`src/hw/rtl/mtf_pkg.sv`:
```
// mtf_pkg: shared constants and code types for the move-to-front list core
// no dependencies; used by mtf_ram and move_to_front_list_core
package mtf_pkg;

  localparam int CAPACITY_DEF = 16;
  localparam int VALUE_W      = 32;
  localparam int CMD_W        = 2;
  localparam int STATUS_W     = 2;
  localparam int COUNT_W      = 5;

  typedef logic [CMD_W-1:0]    cmd_t;
  typedef logic [STATUS_W-1:0] status_t;

  localparam cmd_t CMD_INSERT = 2'd0;
  localparam cmd_t CMD_DELETE = 2'd1;
  localparam cmd_t CMD_ACCESS = 2'd2;

  localparam status_t ST_OK   = 2'd0;
  localparam status_t ST_MISS = 2'd1;
  localparam status_t ST_FULL = 2'd2;

endpackage

```
`src/hw/rtl/mtf_ram.sv`:
```
// mtf_ram: list entry storage, one write port and one read port with registered read data
// depends on mtf_pkg for the entry width
module mtf_ram #(
  parameter int DEPTH = mtf_pkg::CAPACITY_DEF,
  parameter int IW    = (DEPTH > 1) ? $clog2(DEPTH) : 1
) (
  input  logic                        clk,
  input  logic                        we,
  input  logic [IW-1:0]               waddr,
  input  logic [mtf_pkg::VALUE_W-1:0] wdata,
  input  logic [IW-1:0]               raddr,
  output logic [mtf_pkg::VALUE_W-1:0] rdata
);

  logic [mtf_pkg::VALUE_W-1:0] mem_r [DEPTH];
  logic [mtf_pkg::VALUE_W-1:0] rdata_r;

  always_ff @(posedge clk) begin
    if (we) begin
      mem_r[waddr] <= wdata;
    end
    rdata_r <= mem_r[raddr];
  end

  assign rdata = rdata_r;

endmodule

```
`src/hw/rtl/move_to_front_list_core.sv`:
```
// move_to_front_list_core: self-organizing list with insert, delete and move-to-front access
// depends on mtf_pkg and mtf_ram; one shared comparator and one mtf_ram under a small sequencer
// insert and unused codes complete directly from idle; delete and access first run a search pass,
// then on a hit a shift pass: delete closes the gap, access moves the entry to the front
// throughput: one transaction at a time while busy is low; out_valid strobes once, no stall
// reset: synchronous active-low rst_n empties the list; entry contents are not cleared
module move_to_front_list_core #(
  parameter int CAPACITY = mtf_pkg::CAPACITY_DEF
) (
  input  logic                          clk,
  input  logic                          rst_n,
  input  logic                          start,
  output logic                          busy,
  input  logic [mtf_pkg::CMD_W-1:0]     in_cmd,
  input  logic signed [mtf_pkg::VALUE_W-1:0] in_value,
  output logic                          out_valid,
  output logic [mtf_pkg::STATUS_W-1:0]  out_status,
  output logic [mtf_pkg::COUNT_W-1:0]   out_count
);

  localparam int IW = (CAPACITY > 1) ? $clog2(CAPACITY) : 1;
  localparam int CW = $clog2(CAPACITY + 1);

  typedef enum logic [1:0] {
    S_IDLE,
    S_SEARCH,
    S_SHIFT
  } state_t;

  state_t                      state_r;
  logic [CW-1:0]               count_r;
  logic [mtf_pkg::VALUE_W-1:0] val_r;
  logic                        is_acc_r;
  logic [CW-1:0]               i_r;
  logic                        cmp_vld_r;
  logic [IW-1:0]               cmp_idx_r;
  logic [IW-1:0]               rd_r;
  logic [IW-1:0]               wr_r;
  logic [CW-1:0]               n_r;
  logic                        sh_vld_r;
  logic                        out_valid_r;
  mtf_pkg::status_t            out_status_r;

  logic                        ram_we;
  logic [IW-1:0]               ram_waddr;
  logic [mtf_pkg::VALUE_W-1:0] ram_wdata;
  logic [IW-1:0]               ram_raddr;
  logic [mtf_pkg::VALUE_W-1:0] ram_rdata;

  logic                        accept;
  logic                        full;
  logic                        hit;

  assign accept = start && (state_r == S_IDLE);
  assign full   = (count_r >= CW'(CAPACITY));
  assign hit    = cmp_vld_r && (ram_rdata == val_r);

  mtf_ram #(
    .DEPTH (CAPACITY),
    .IW    (IW)
  ) u_ram (
    .clk   (clk),
    .we    (ram_we),
    .waddr (ram_waddr),
    .wdata (ram_wdata),
    .raddr (ram_raddr),
    .rdata (ram_rdata)
  );

  always_comb begin
    ram_we    = 1'b0;
    ram_waddr = wr_r;
    ram_wdata = ram_rdata;
    ram_raddr = (state_r == S_SEARCH) ? i_r[IW-1:0] : rd_r;
    unique case (state_r)
      S_IDLE: begin
        if (accept && (in_cmd == mtf_pkg::CMD_INSERT) && !full) begin
          ram_we    = 1'b1;
          ram_waddr = count_r[IW-1:0];
          ram_wdata = in_value;
        end
      end
      S_SHIFT: begin
        if (sh_vld_r) begin
          ram_we = 1'b1;
        end else if ((n_r == '0) && is_acc_r) begin
          ram_we    = 1'b1;
          ram_waddr = '0;
          ram_wdata = val_r;
        end
      end
      default: begin
        ram_we = 1'b0;
      end
    endcase
  end

  always_ff @(posedge clk) begin
    if (!rst_n) begin
      state_r     <= S_IDLE;
      count_r     <= '0;
      cmp_vld_r   <= 1'b0;
      sh_vld_r    <= 1'b0;
      out_valid_r <= 1'b0;
    end else begin
      out_valid_r <= 1'b0;
      unique case (state_r)
        S_IDLE: begin
          if (accept) begin
            val_r     <= in_value;
            is_acc_r  <= (in_cmd == mtf_pkg::CMD_ACCESS);
            i_r       <= '0;
            cmp_vld_r <= 1'b0;
            unique case (in_cmd)
              mtf_pkg::CMD_INSERT: begin
                out_valid_r <= 1'b1;
                if (full) begin
                  out_status_r <= mtf_pkg::ST_FULL;
                end else begin
                  out_status_r <= mtf_pkg::ST_OK;
                  count_r      <= count_r + CW'(1);
                end
              end
              mtf_pkg::CMD_DELETE, mtf_pkg::CMD_ACCESS: begin
                state_r <= S_SEARCH;
              end
              default: begin
                out_valid_r  <= 1'b1;
                out_status_r <= mtf_pkg::ST_MISS;
              end
            endcase
          end
        end
        S_SEARCH: begin
          if (hit) begin
            cmp_vld_r <= 1'b0;
            sh_vld_r  <= 1'b0;
            wr_r      <= cmp_idx_r;
            state_r   <= S_SHIFT;
            if (is_acc_r) begin
              rd_r <= cmp_idx_r - IW'(1);
              n_r  <= CW'(cmp_idx_r);
            end else begin
              rd_r <= cmp_idx_r + IW'(1);
              n_r  <= count_r - CW'(1) - CW'(cmp_idx_r);
            end
          end else if (i_r < count_r) begin
            cmp_vld_r <= 1'b1;
            cmp_idx_r <= i_r[IW-1:0];
            i_r       <= i_r + CW'(1);
          end else begin
            cmp_vld_r <= 1'b0;
            if (!cmp_vld_r) begin
              out_valid_r  <= 1'b1;
              out_status_r <= mtf_pkg::ST_MISS;
              state_r      <= S_IDLE;
            end
          end
        end
        S_SHIFT: begin
          if (sh_vld_r) begin
            wr_r <= is_acc_r ? (wr_r - IW'(1)) : (wr_r + IW'(1));
          end
          if (n_r != '0) begin
            rd_r     <= is_acc_r ? (rd_r - IW'(1)) : (rd_r + IW'(1));
            n_r      <= n_r - CW'(1);
            sh_vld_r <= 1'b1;
          end else begin
            sh_vld_r <= 1'b0;
            if (!sh_vld_r) begin
              if (!is_acc_r) begin
                count_r <= count_r - CW'(1);
              end
              out_valid_r  <= 1'b1;
              out_status_r <= mtf_pkg::ST_OK;
              state_r      <= S_IDLE;
            end
          end
        end
        default: begin
          state_r <= S_IDLE;
        end
      endcase
    end
  end

  assign busy       = (state_r != S_IDLE);
  assign out_valid  = out_valid_r;
  assign out_status = out_status_r;
  assign out_count  = mtf_pkg::COUNT_W'(count_r);

endmodule

```
`config.mk`:
```
export PLATFORM = sky130hd
export DESIGN_NAME = move_to_front_list_core
export DESIGN_NICKNAME = d
export VERILOG_FILES = /design/src/hw/rtl/mtf_pkg.sv /design/src/hw/rtl/mtf_ram.sv /design/src/hw/rtl/move_to_front_list_core.sv
export SDC_FILE = /design/constraint.sdc
export NUM_CORES = 1
export LEC_CHECK = 0
export BUFFER_PORTS_ARGS = -buffer_cell sky130_fd_sc_hd__buf_4
export CORE_ASPECT_RATIO = 0.5
export CORE_UTILIZATION = 25
export CTS_BUF_LIST = sky130_fd_sc_hd__clkbuf_8 sky130_fd_sc_hd__clkbuf_16
export DETAILED_ROUTE_END_ITERATION = 6
export SETUP_SLACK_MARGIN = 0.3
export SYNTH_ARGS = -nofsm -noshare
export SYNTH_HDL_FRONTEND = slang
export SYNTH_HIERARCHICAL = 1
export SYNTH_SLANG_ARGS = --single-unit
export TNS_END_PERCENT = 1
```
`constraint.sdc`:
```
create_clock -name clk -period 7.4 [get_ports clk]
set_input_delay 1.48 -clock clk [delete_from_list [all_inputs] [get_ports clk]]
set_output_delay 1.48 -clock clk [all_outputs]
set_load 0.03 [all_outputs]
```
# After elaboration in Yosys (flattened, before gate mapping)
# Memories as Yosys holds them, arrays and structs flattened. A register that Yosys moved wholly into a read port is not among the register bits.
# Index checks and enable logic that the tools add are counted.
# W data, S select, Z words.
[word_totals]
inputBits = 37
memories = 1
latchBits = 0
out_inout_bits = 9
regBits = 67
wordCells = 145
mem_bits_rw = 512
romBits = 0
[op_classes]
shifts = 0
n_reduce_logical = 26
add_sub_neg = 11
n_lt_le_gt_ge = 2
bitwise_logic = 1
n_div = 0
n_eq_ne = 22
mux = 69
multipliers = 0
[memory_table]
columns = ["memory", "words", "width", "read_ports", "rd_clocked_by_memory_dff", "wr", "line", "source"]
rows = [
  ["u_ram.mem_r", 16, 32, 1, 1, 1, "mtf_ram.sv:15", "logic [mtf_pkg::VALUE_W-1:0] mem_r [DEPTH];"],
]
[op_table]
columns = ["operator", "n"]
rows = [
  ["$mux W32", 3],
  ["$pmux W32 S2", 1],
  ["$mux W5", 12],
  ["$mux W4", 11],
  ["$eq A32 B32 Y1", 1],
  ["$pmux W5 S2", 3],
  ["$mux W2", 12],
  ["$ne A2 B2 Y1 const B", 12],
  ["$pmux W4 S2", 3],
  ["$mux W1", 17],
  ["$add A4 B1 Y4 const B", 3],
  ["$pmux W2 S3", 2],
  ["$reduce_and A4 Y1", 3],
  ["$sub A4 B1 Y4 const B", 3],
  ["$add A5 B1 Y5 const B", 2],
  ["$sub A5 B1 Y5 const B", 2],
  ["$reduce_and A9 Y1", 1],
  ["$reduce_bool A2 Y1", 4],
  ["$reduce_and A7 Y1", 1],
  ["$ne A2 B1 Y1 const B", 3],
  ["$ne A3 B3 Y1 const B", 2],
  ["$pmux W1 S2", 3],
  ["$reduce_and A6 Y1", 1],
  ["$ge A5 B5 Y1 const B", 1],
  ["other kinds (17)", 25],
]

# Depth between registers and ports, before layout
# Gate-level depths: netlist of the first run.
[logic_depth]
ltp_word = 8
ltp_mapped = 11
ltp_nobuf = 10

# Modules after synthesis
# The synthesis of the first run kept the hierarchy.
[modules_own_cells]
columns = ["module", "n_inst", "seq_area_each_um2", "cells_each", "area_per_inst_um2"]
rows = [
  ["mtf_ram", 1, 16015.4, 838, 19836.5],
  ["move_to_front_list_core", 1, 1911.8, 406, 4259.1],
]

# Worst setup path before layout of the first run
# OpenSTA, ideal clock, no wires.
[synth_timing]
kind = "input to register"
from = "in in_cmd[0] in the netlist's numbering"
to = "mem u_ram/mem_r[0][0] in the netlist's numbering (enable)"
path_buffers = 1
setup_slack_ns = 1.413
setup_time_ns = 0.461
path_stages = 7
t_arrival_ns = 5.526
required_ns = 6.939
cell_sequence = "inv_1 -> ha_1 -> nor3b_1 -> clkbuf_1 -> a21o_1 -> or3b_2 -> nor3_1"
[synth_via]
elab_chain_len = 7
word_cells_on_any_way = 9
cone_classes = "6 x mux; 3 x reduce/logical"
[synth_rtl]
columns = ["element", "line", "source"]
rows = [
  ["start: declaration", "move_to_front_list_core.sv:14", "input logic [mtf_pkg::CMD_W-1:0] in_cmd,"],
  ["$logic_not A2 Y1", "move_to_front_list_core.sv:77", "if (accept && (in_cmd == mtf_pkg::CMD_INSERT) && !full) begin"],
  ["$logic_and A1 B1 Y1 (2 in a row)", "move_to_front_list_core.sv:77", ""],
  ["$mux W1", "move_to_front_list_core.sv:77", ""],
  ["$pmux W1 S2", "move_to_front_list_core.sv:75", "unique case (state_r)"],
  ["named net ram_we", "move_to_front_list_core.sv:44", "logic ram_we;"],
  ["$mux W1", "mtf_ram.sv:19", "if (we) begin"],
  ["$mux W1 (implied by the code)", "mtf_ram.sv:20", "mem_r[waddr] <= wdata;"],
  ["end: declaration", "mtf_ram.sv:15", ""],
]
# The timed path passes the listed nets, and every way through them passes these cells.

# Worst setup path after layout of the first run
[layout_timing]
from = "reg n_r[0]"
to = "mem u_ram/mem_r[2][19] in the netlist's numbering (enable)"
[layout_via]
word_cells_on_any_way = 10
cone_classes = "8 x mux; 2 x reduce/logical"
[layout_rtl]
columns = ["element", "line", "source"]
rows = [
  ["start: declaration", "move_to_front_list_core.sv:39", "logic [CW-1:0] n_r;"],
  ["start signal: assignment", "move_to_front_list_core.sv:142", "n_r <= CW'(cmp_idx_r);"],
  ["start signal: assignment", "move_to_front_list_core.sv:145", "n_r <= count_r - CW'(1) - CW'(cmp_idx_r);"],
  ["start signal: assignment", "move_to_front_list_core.sv:166", "n_r <= n_r - CW'(1);"],
  ["$logic_not A5 Y1", "move_to_front_list_core.sv:86", "end else if ((n_r == '0) && is_acc_r) begin"],
  ["$logic_and A1 B1 Y1", "move_to_front_list_core.sv:86", ""],
  ["$mux W4", "move_to_front_list_core.sv:86", ""],
  ["$mux W4", "move_to_front_list_core.sv:84", "if (sh_vld_r) begin"],
  ["$pmux W4 S2", "move_to_front_list_core.sv:75", ""],
  ["named net ram_waddr[2]", "move_to_front_list_core.sv:45", "logic [IW-1:0] ram_waddr;"],
]
# The timed path passes the listed nets, and every way through them passes these cells.

==> impl_metrics.csv, run 1 <==
group,metric,value,unit
clock_tree,cts-hold-fix-buffers,0,
yosys,synth_fp_nets,1308,
setup_path,critical_path_arrival,4.89,ns
clock_tree,clk_path_buf_depth,3,
setup_path,crit_path_max_fanout,36,
die,die-area,97700,sq um
yosys,synthArstFlopShare,0,
die,ios,46,
yosys,synth-compound-area-share,0.0492,
yosys,synth_top_family_by_area,"multiplexers",
yosys,post-synth-top-area-fraction,0.709,
finish,fin_area,28100,sq um
drt,vias,11900,
outcome,status,"finished, final reports clean",
die,core,95400,sq um
timing,fin_crit_sh,0.630,
power,p_total,9.92,mW
clock_tree,clock_sinks,611,
yosys,synth_cell_types,55,
worst_hold_path,hp-class,"flip-flop to flip-flop",
setup_path,cp_cell_sequence,"inv_1, ha_1, or4b_1, nor4_4, buf_4, o21ai_4, buf_4, a22o_1, or3b_2, nor2_4",
power,ir_worst_vdd,0.184,mV
grt,grt_use_total,0.110,
yosys,synthMuxAreaShare,0.123,
timing,period_needed,4.66,ns
grt,grt_first_pass_wirelength,81100,um
die,num_rows,80,
drt,dr.pass1.iters,6,
clock_tree,ctsResizeCount,0,
drt,wl,54300,um
clock_tree,cts_tree,"built",
finish,layout.nets,1377,
timing,maxSlewViolCount,0,
place,io_buffers,45,
yosys,synth_area,24100,sq um
timing,rsz0062_at_grt,"no",
yosys,synth_area_leaders,"edfxtp_1, mux4_2, dfxtp_1",
finish,fill_cells,9197,
setup_path,cp-end-kind,"flip-flop",
timing,slew_headroom,0.131,
place,place_hpwl,31300,um
yosys,ys_seq_elements,611,
finish,diodes,0,
setup_path,cp_slowest_cell,"nor2_4",
drt,vias_per_cell,4.53,
clock_tree,post_cts.repair.setup_buffers,0,
timing,setup_violations,0,
grt,grt_overflow_total,0,
yosys,synth-xor-area-share,0.0196,
grt,grt_pass1_vias,12100,
yosys,synth_edf_count,569,
drt,drc_errors,0,
finish,regArea,17900,sq um
clock_tree,clockRootBuffer,"clkbuf_16",
grt,grt_max_degree,81,
drt,drt_iter0_markers,1220,
yosys,yosysMostFrequentCell,"edfxtp_1",
clock_tree,numCtsBuffers,58,
drt,postRouteAntennaNets,0,
die,die_w,441,um
die,die_h,222,um
finish,syn_to_final_growth,16.7,%
place,place_congestion,0.782,
setup_path,cp_top_family,"simple AND/OR/NAND/NOR gates",
clock_tree,path_clk_slew,0.06,ns
die,start_util,0.253,
yosys,yosysTopAreaCell,"edfxtp_1",
setup_path,path_class,"flip-flop to flip-flop",
yosys,yosysWarningCount,6,
yosys,syn_area_per_cell,19.4,sq um
place,placed_cell_area,26100,sq um
yosys,synth_fa_ha_area_frac,0.0150,
yosys,ys.flop_type,"edfxtp_1",
flow_run,max_cap_viol_count,0,
clock_tree,ctsHtreeMaxLevel,2,
power,power.leakage,9.14,nW
power,p_per_area,353,nW/um^2
finish,post-route-util,0.295,
clock_tree,clk_latency,0.62,ns
finish,multiInputGateArea,5840,sq um
setup_path,crit_top_cell,"buf_4",
grt,antenna_found_initial,0,
setup_path,cp-start-kind,"flip-flop",
timing,fin_worst_skew,0.0197,ns
yosys,synthTopCellsByCount,"edfxtp_1, mux4_2, a22oi_1",
timing,fmax,215,MHz
yosys,seq_area_frac_synth,0.744,
timing,hold_viol,0,
finish,drive_above_1_share,0.236,
yosys,postSynthCellCount,1244,
timing,tns,0,ns
timing,hold_ws,0.540,ns
yosys,synthSimpleGateAreaFrac,0.0279,
timing,tightest_slew,1.30,ns
drt,routedWlPerCell,20.6,um
setup_path,cp.buffers_inverters,3,
setup_path,critPathMaxStageDelay,1.00,ns
setup_path,critPathRequiredTime,7.62,ns
[placed cells by master, fill, tap and decap left out, types with 3 or more instances in the layout]
master	n
nor3_1	3
bufinv_16	7
mux4_2	128
a22oi_1	65
xnor2_1	15
clkbuf_8	6
nor3_2	4
fa_1	3
dfxtp_1	42
nor4_1	9
nand4_1	6
a221oi_1	3
inv_1	70
buf_4	72
nand2_1	54
a222oi_1	32
a211oi_1	5
clkinv_2	13
a21oi_1	13
ha_1	24
a21o_1	5
nand2b_1	6
mux2i_1	4
nor2_4	14
clkbuf_16	59
edfxtp_1	569
o21ai_0	13
nand3_1	5
xor2_1	39
clkinvlp_4	3
clkinv_1	9
nor2_1	21
a22o_1	4
[state kept, by name (all words and copies together) (netlist names), 2 cells and up]
signal,cells
cmp_idx_r,4
i_r,5
n_r,5
out_count,5
out_status,2
rd_r,4
state_r,2
u_ram/mem_r,512
u_ram/rdata,32
val_r,32
wr_r,4
[cell type report]
class                           count  share of cell area
Sequential cell                   611               0.637
Multi-Input combinational cell    510               0.208
Tap cell                         1271              0.0565
Clock buffer                       65              0.0554
Timing Repair Buffer               72              0.0192
Clock inverter                     45              0.0156
Inverter                           60             0.00801
[where the power goes]
group          total (mW)  internal (mW)  switching, mW  leakage [nW]
Combinational        2.30          0.842           1.46          2.59
Sequential           4.59           4.45          0.140          5.53
Clock                3.03           1.76           1.27          1.02
Total                9.92           7.05           2.87          9.14
[final timing paths]
path                                        to  cells past startpoint  slack, ns              startpoint
setup / recovery  u_ram/mem_r[2][19]$_DFFE_PP_                     10       2.74        n_r[0]$_DFFE_PP_
hold / removal          cmp_vld_r$_SDFFE_PN0P_                      2       0.54  cmp_vld_r$_SDFFE_PN0P_
setup reg to reg  u_ram/mem_r[2][19]$_DFFE_PP_                     10       2.74        n_r[0]$_DFFE_PP_
hold reg to reg         cmp_vld_r$_SDFFE_PN0P_                      2       0.54  cmp_vld_r$_SDFFE_PN0P_
[per-stage QoR]
step	setup slack [ns]	cells
after detailed placement	2.58	2524
after global routing	2.56	2634
after global placement	2.66	2524
final	2.74	2634
after floorplan	1.41	1244
after CTS	2.74	2634
[worst register-to-register path: stages (launching register included)]
cell	delay, ns
edfxtp_1	0.42
inv_1	0.10
ha_1	0.16
or4b_1	0.59
nor4_4	0.18
buf_4	0.46
o21ai_4	0.11
buf_4	0.29
a22o_1	0.34
or3b_2	0.59
nor2_4	1.01
[kinds of logic (layout without fill, tap and decap cells)]
| logic type | after synthesis | count (layout) |
|---|---|---|
| compound gates | 153 | 153 |
| xor+xnor | 54 | 54 |
| fa+ha+maj | 27 | 27 |
| buf+inv | 123 | 242 |
| flops | 611 | 611 |
| mux | 136 | 136 |
| simple gates | 140 | 140 |
[per-layer routing]
metal	vias to the layer above	part of all wire	track usage
met4	0	0.017	0.0284
met1	6347	0.44	0.152
li1	5206	-	-
met5	-	0	0
met2	312	0.49	0.181
met3	59	0.052	0.0172
(Power assumes the default switching activity.)
==> inputs of run 2 (changes only) <==
==> constraint.sdc (replaced) <==
create_clock -name clk -period 4 [get_ports clk]
set_input_delay 0.8 -clock clk [delete_from_list [all_inputs] [get_ports clk]]
set_output_delay 0.8 -clock clk [all_outputs]
set_load 0.03 [all_outputs]
==> run 2 against run 1 <==
  * Sequential cell count stayed put
  * Die area unchanged
  * Count of clock-buffer cells in the layout fell by 4
  * Via count is 1.9% higher
  * Total power up 84%
  * Critical endpoint is now u_ram/mem_r[4][6]$_DFFE_PP_
  * First-iteration DRC count fell by 1.6%
  * Non-clock buffer count grew 28
  * Clock power increased by 72%
  * Sequential share of layout area decreased by 0.46 points
  * Largest power group unchanged
  * Maximum frequency is 34% higher
  * Setup slack worse by 2.2 ns
  * Largest cell class unchanged
==> impl_metrics.csv, run 2 (same netlist as run 1, synthesis figures left out) <==
group,metric,value,unit
place,dp_cells,2552,
outcome,status,"finished, final reports clean",
finish,final_common_cell,"edfxtp_1",
timing,fin_crit_sh,0.871,
die,start_util,0.253,
clock_tree,clockRootBuffer,"clkbuf_16",
timing,tns,0,ns
finish,multiInputGateArea,5880,sq um
timing,slew_headroom,0.318,
drt,drt-met1-wl,24000,um
die,num_rows,80,
finish,syn_to_final_growth,17.6,%
setup_path,cp-end-kind,"flip-flop",
setup_path,cp_cell_sequence,"inv_1, ha_1, or4b_1, nor4_4, o21ai_4, a22o_1, nand3b_1, nor3_4, buf_12",
die,die_h,222,um
place,place_hpwl,33900,um
finish,top_register,"u_ram/mem_r",
setup_path,critical_path_arrival,3.78,ns
clock_tree,post_cts.repair.setup_buffers,0,
power,power.leakage,9.27,nW
clock_tree,path_clk_slew,0.06,ns
setup_path,r2r_slack,0.52,ns
setup_path,path_class,"flip-flop to flip-flop",
place,io_buffers,45,
grt,grt_max_degree,58,
setup_path,critPathRequiredTime,4.30,ns
timing,setup_violations,0,
drt,vias,12200,
die,die-area,97700,sq um
timing,tightest_slew,1.02,ns
drt,postRouteAntennaNets,0,
timing,period_needed,3.48,ns
clock_tree,clock_sinks,611,
drt,route.met2.wl,27300,um
flow_run,max_cap_viol_count,0,
place,placed_cell_area,26500,sq um
drt,drc_errors,0,
drt,dr.pass1.iters,7,
setup_path,critPathMaxStageDelay,0.60,ns
clock_tree,ctsHtreeMaxLevel,2,
grt,grt_use_total,0.113,
power,ir_worst_vdd,0.390,mV
grt,grt_overflow_total,0,
finish,fill_cells,9246,
clock_tree,numCtsBuffers,59,
clock_tree,cts_tree,"built",
finish,diodes,0,
clock_tree,clk_path_buf_depth,3,
die,die_w,441,um
setup_path,crit_path_max_fanout,26,
power,p_per_area,643,nW/um^2
finish,regArea,17900,sq um
grt,grt_pass1_vias,12500,
grt,antenna_found_initial,1,
timing,fmax,287,MHz
finish,largest_reg_flops,512,
timing,maxSlewViolCount,0,
finish,layout.nets,1406,
drt,top_layer_used,"met4",
drt,met3_length,2800,um
grt,grt_first_pass_wirelength,82800,um
die,ios,46,
die,core,95400,sq um
setup_path,cp_slowest_cell,"or4b_1",
finish,fin_cells,2662,
setup_path,cp-start-kind,"flip-flop",
finish,fin_area,28300,sq um
clock_tree,clk_latency,0.64,ns
place,place_congestion,0.777,
power,p_total,18.2,mW
drt,vias_per_cell,4.57,
timing,rsz0062_at_grt,"no",
clock_tree,cts-hold-fix-buffers,0,
timing,fin_worst_skew,0.0329,ns
drt,drt_iter0_markers,1200,
finish,drive_above_1_share,0.241,
drt,wl,55800,um
finish,final_cell_mix,"edfxtp_1, mux4_2, buf_4",
worst_hold_path,hp-class,"input port to flip-flop",
drt,routedWlPerCell,21.0,um
timing,hold_viol,0,
==> run 2: changes by cell type in the layout (fill, tap and decap cells not counted), sizes merged <==
cell | previous run | this run
clkbuf | 65 | 61
bufinv | 7 | 2
buf | 72 | 100
clkinv | 25 | 20
inv | 70 | 84
==> run 2: where the power goes <==
part	internal [mW]	switching, mW	total (mW)
clock	2.84	2.36	5.21
sequential	8.23	0.258	8.49
combinational	1.66	2.85	4.51
==> run 2: area by class of cell <==
| cell class | count | area share |
|---|---|---|
| inverter | 60 | 0.00808 |
| tap | 1271 | 0.0561 |
| clock inverter | 49 | 0.0110 |
| timing repair buffer | 100 | 0.0314 |
| multi-input combinational | 510 | 0.207 |
| clock buffer | 61 | 0.0531 |
| sequential | 611 | 0.633 |
==> run 2: per-stage QoR <==
| step | worst slack, ns | utilization | hold slack [ns] |
|---|---|---|---|
| after floorplan | 0.00221 | - | 0.472 |
| after global placement | 0.552 | 0.278 | 0.505 |
| after detailed placement | 0.500 | 0.278 | 0.513 |
| after CTS | 0.473 | 0.297 | 0.306 |
| after global routing | 0.306 | 0.297 | 0.327 |
| final | 0.517 | 0.297 | 0.348 |
==> run 2: what timing repair did <==
item / 4_1_cts / 5_1_grt
setup endpoints to repair: 0 / 3
resized for setup: 0 / 1
hold endpoints to repair: 0 / 0
==> run 2: worst paths after layout <==
path / from / end / cells past startpoint
setup / recovery: n_r[0]$_DFFE_PP_ / u_ram/mem_r[4][6]$_DFFE_PP_ / 9
hold / removal: in_value[4] / val_r[4]$_DFFE_PP_ / 1
setup reg to reg: n_r[0]$_DFFE_PP_ / u_ram/mem_r[4][6]$_DFFE_PP_ / 9
hold reg to reg: cmp_vld_r$_SDFFE_PN0P_ / cmp_vld_r$_SDFFE_PN0P_ / 2
==> run 2: worst max-delay path: cells and delay by family, from the launching register on <==
kind                     cells  cell delay, ns
AND/OR/NAND/NOR              4            1.75
AO/OA/AOI/OAI                2            0.45
flip-flops                   1            0.40
buffers and inverters        2            0.39
adder cells (fa/ha/maj)      1            0.15
==> run 2: routing by layer <==
layer  vias up  track usage
li1       5282            -
met1      6434        0.152
met2       347        0.185
met3        90       0.0160
met4         0       0.0422
met5         -            0
